<file path="src/rtl/core/bfsp_pkg.sv">
// Shared types and constants for the shortest-path block.
`default_nettype none

package bfsp_pkg;

    localparam int MAX_NODES_DEF = 64;
    localparam int MAX_EDGES_DEF = 256;
    localparam int KEY_W         = 32;
    localparam int WEIGHT_W      = 32;
    localparam int OUT_DIST_W    = 39;

    // Saturation limit of the reported distance.
    localparam longint DIST_LIMIT = 64'sd137438953472;

    typedef enum logic [1:0] {
        OP_ADD_NODE,
        OP_ADD_EDGE,
        OP_SOLVE,
        OP_CLEAR
    } op_t;

    typedef enum logic [1:0] {
        ST_OK,
        ST_UNREACHED,
        ST_NEG_CYCLE,
        ST_UNKNOWN_KEY
    } status_t;

    typedef enum logic [3:0] {
        S_IDLE,
        S_LK_RD,
        S_LK_CMP,
        S_LK_END,
        S_INIT,
        S_SRC,
        S_E_RD,
        S_D_RD,
        S_RELAX,
        S_DST_RD,
        S_DST_OUT
    } state_t;

endpackage

`default_nettype wire

</file>
<file path="src/rtl/core/bfsp_relax_unit.sv">
// Shared add and compare unit that tests one edge relaxation.
`default_nettype none

module bfsp_relax_unit
    import bfsp_pkg::*;
#(
    parameter int DW = 47
)
(
    input  wire logic                       src_reached,
    input  wire logic signed [DW-1:0]       src_dist,
    input  wire logic                       dst_reached,
    input  wire logic signed [DW-1:0]       dst_dist,
    input  wire logic signed [WEIGHT_W-1:0] weight,
    output logic signed [DW-1:0]            cand,
    output logic                            improve
);

    always_comb
    begin
        cand    = src_dist + DW'(weight);
        improve = src_reached && (!dst_reached || (cand < dst_dist));
    end

endmodule

`default_nettype wire

</file>
<file path="config.mk">
export PLATFORM = sky130hd
export DESIGN_NAME = bfsp_relax_unit
export DESIGN_NICKNAME = d
export VERILOG_FILES = /design/src/rtl/core/bfsp_pkg.sv /design/src/rtl/core/bfsp_relax_unit.sv
export SDC_FILE = /design/constraint.sdc
export NUM_CORES = 1
export LEC_CHECK = 0
export BUFFER_PORTS_ARGS = -buffer_cell sky130_fd_sc_hd__buf_2
export CORE_MARGIN = 2
export CORE_UTILIZATION = 35
export DETAILED_ROUTE_END_ITERATION = 12
export PLACE_DENSITY = 0.6
export SKIP_LAST_GASP = 1
export SLEW_MARGIN = 40
export SYNTH_ARGS = -nofsm -noshare
export SYNTH_HDL_FRONTEND = slang
export SYNTH_SLANG_ARGS = --single-unit
</file>
<file path="constraint.sdc">
create_clock -name vclk -period 3.8
set_input_delay 0 -clock vclk [all_inputs]
set_output_delay 0 -clock vclk [all_outputs]
set_load 0.02 [all_outputs]
</file>
==> reports/qor.yml <==
power_and_ir_drop:
  pwr-share-clk: 0
  power.leakage_uw: 0.00333
  peakVddDrop_mv: 0.130
  powerDensity_nw_per_um2: 239
  power_switching_uw: 753
  seqPwrFrac: 0
  p_comb_frac: 1.000
  switching_share: 0.534
  power_uw: 1410
  power.internal_uw: 656
synthesis:
  synth_top_area_cell: "ha_1"
  yosysTopAreaCellShare: 0.302
  synth-simple-area-share: 0.188
  synth_compound_area_frac: 0.336
  synth_fa_ha_area_frac: 0.308
  synthXorXnorAreaFrac: 0.101
  mappedNetlistNets: 763
  synth_cells: 542
  ys_seq_area_frac: 0
  syn_area_per_cell_sq_um: 7.02
  synth_top_family_by_area: "compound AO/OA/AOI/OAI gates"
  muxShareOfSynthArea: 0
  netlist_top_cells_area: "ha_1 30%, a21o_1 8.9%, a21oi_1 8.0%"
  yosys_warnings: 0
  synthesis.area_sq_um: 3810
  ys_types: 51
cells_and_area:
  n_clock_buffer: 0
  area_delta_synth_final_pct: 55.1
  nFillCells: 1116
  multi_input_area_sq_um: 3760
  finish.utilization: 0.549
  ff_latch_area_sq_um: 0
  fin_area_sq_um: 5900
  drive_gt1_frac: 0.402
  insertedDiodeCount: 0
  design.seq.count: 0
  nets: 1046
setup_path:
  path_class: "in2out"
  critPathBufInv: 4
  startpoint_type: "input port"
  crit_family: "compound AO/OA/AOI/OAI gates"
  crit_path_max_fanout: 3
  slowest_stage: "or3b_4"
  arrival_ns: 3.93
  cp.required_ns: 3.80
  crit_path_cell_trace: "buf_6 -> ha_4 -> inv_2 -> fa_2 -> nor2b_2 -> o31a_1 -> o31a_1 -> o21ai_2 -> or3b_4 -> a221oi_4 -> buf_4 -> xnor2_2 -> ha_1 -> nand4_1 -> nor3_1 -> a21oi_2 -> o211ai_1 -> a221oi_1 -> o21ai_1 -> a21boi_1 -> buf_4"
  endpoint_kind: "output port"
  cpPeakStageDelay_ns: 0.45
place:
  hpwl_um: 12100
  dp_slack_ns: -0.396
  dpl_cell_area_sq_um: 5640
  port_buffers: 176
  gp_congestion: 0.918
floorplan:
  initial_core_util: 0.354
  die_h_um: 108
  die_w_um: 108
  coreArea_sq_um: 10700
  ios: 176
  die_area_sq_um: 11700
  fp-row-count: 38
sta:
  layout_setup_ws_ns: -0.128
  fmax_mhz: 255
  tightest_slew_ns: 0.516
  finalCritPeriodShare: 1.03
  drv_slew: 0
  setup_viol: 1
  finalHoldViolCount: 0
  layout_min_cycle_time_ns: 3.93
  max-slew-margin-rel: 0.653
  hold_slack_ns: 0.333
  rsz0062_at_grt: "yes"
run_status:
  violations: "negative setup slack"
  outcome: "complete, but fails checks"
grt:
  gr-usage-met2: 0.411
  grt_overflow: 0
  met1_usage: 0.282
  grt_max_degree: 14
  grt_pass1_vias: 4812
  grt_antenna_before_repair: 0
  grt.busiest_layer: "met2"
  grt.met3_usage: 0.00904
  grt_pass1_wl_um: 21400
  grt_usage: 0.219
detailed_routing:
  routed_via_density: 5.13
  routedWlPerCell_um: 14.2
  vias: 4937
  ant_nets: 0
  firstDrtPassIters: 4
  totalWireLength_um: 13700
  drcViolationCount: 0
  first_iter_violations: 210
worst_hold_path:
  holdPathEnd: "cand[0]"
  hp-class: "in2out"
  hp-start: "src_dist[0]"
  hold_depth: 3
run:
  cap_violations: 0
==> cells in the final DEF, fill, tap and decap left out, types with 13 or more instances in the layout <==
cell       n
buf_2    173
o21ai_0   23
nor2_1    31
nand4_1   19
nand2_1   39
inv_1     55
a21o_1    45
xor2_1    13
a21oi_1   56
xnor2_1   24
buf_4    116
ha_1      88
==> synth_stat cells, types with 9 or more instances <==
cell and instances:
nor3_1 11, nor2_1 32, nand3_1 9, ha_1 92, clkbuf_1 9, nand4_1 19
nand2_1 39, o21a_1 9, xnor2_1 30, o21ai_0 33, a21oi_1 61, inv_1 56
a21o_1 45, xor2_1 14
==> per-layer routing <==
metal / vias to the layer above / share of wire
met1: 2221 / 0.45
met5: - / 0
met3: 16 / 0.045
met4: 0 / 0.014
li1: 2562 / -
met2: 138 / 0.49
==> cells by family (layout without fill, tap and decap cells) <==
kind of cell,Yosys count,in the layout
AOI/OAI and AO/OA,195,195
and+or+nand+nor,144,144
adders and majority gates,93,93
buffers and inverters,66,347
xor gates and xnor gates,44,44
==> worst max-delay path by stage <==
| stage | startpoint | endpoint | depth (start not counted) | slack, ns |
|---|---|---|---|---|
| 6_report | weight[0] | improve | 21 | -0.13 |
| 3_3_place_gp | src_dist[0] | improve | 21 | -0.37 |
| 5_1_grt | src_dist[11] | improve | 20 | -0.34 |
| 2_1_floorplan | src_dist[31] | improve | 18 | 0.02 |
| 3_5_place_dp | src_dist[0] | improve | 21 | -0.40 |
| 4_1_cts | src_dist[0] | improve | 20 | -0.19 |
==> power by group through the flow <==
stage | Sequential, uW | Combinational [uW] | Clock, uW
final | 0 | 1410 | 0
after global routing | 0 | 1550 | 0
after CTS | 0 | 1360 | 0
after detailed placement | 0 | 1340 | 0
after global placement | 0 | 1320 | 0
after floorplan | 0 | 795 | 0
==> stage by stage <==
step / cells / TNS, ns
floorplan: 542 / 0
detailed placement: 953 / -0.396
CTS: 955 / -0.186
finish: 963 / -0.128
global route: 963 / -0.344
global placement: 953 / -0.370
==> layout make-up <==
| cell class | instances | area share |
|---|---|---|
| timing repair buffer | 291 | 0.298 |
| multi-input combinational | 476 | 0.637 |
| tap | 140 | 0.0297 |
| inverter | 56 | 0.0356 |
==> what timing repair did <==
| item | 4_1_cts | 5_1_grt |
|---|---|---|
| hold buffers | 0 | 0 |
| buffers inserted | 2 | 8 |
| hold endpoints to repair | 0 | 0 |
| resized for setup | 19 | 26 |
| endpoints found under the setup margin | 1 | 1 |
| pin swaps | 21 | 23 |
No activity file was read; power rests on OpenSTA's default activity.
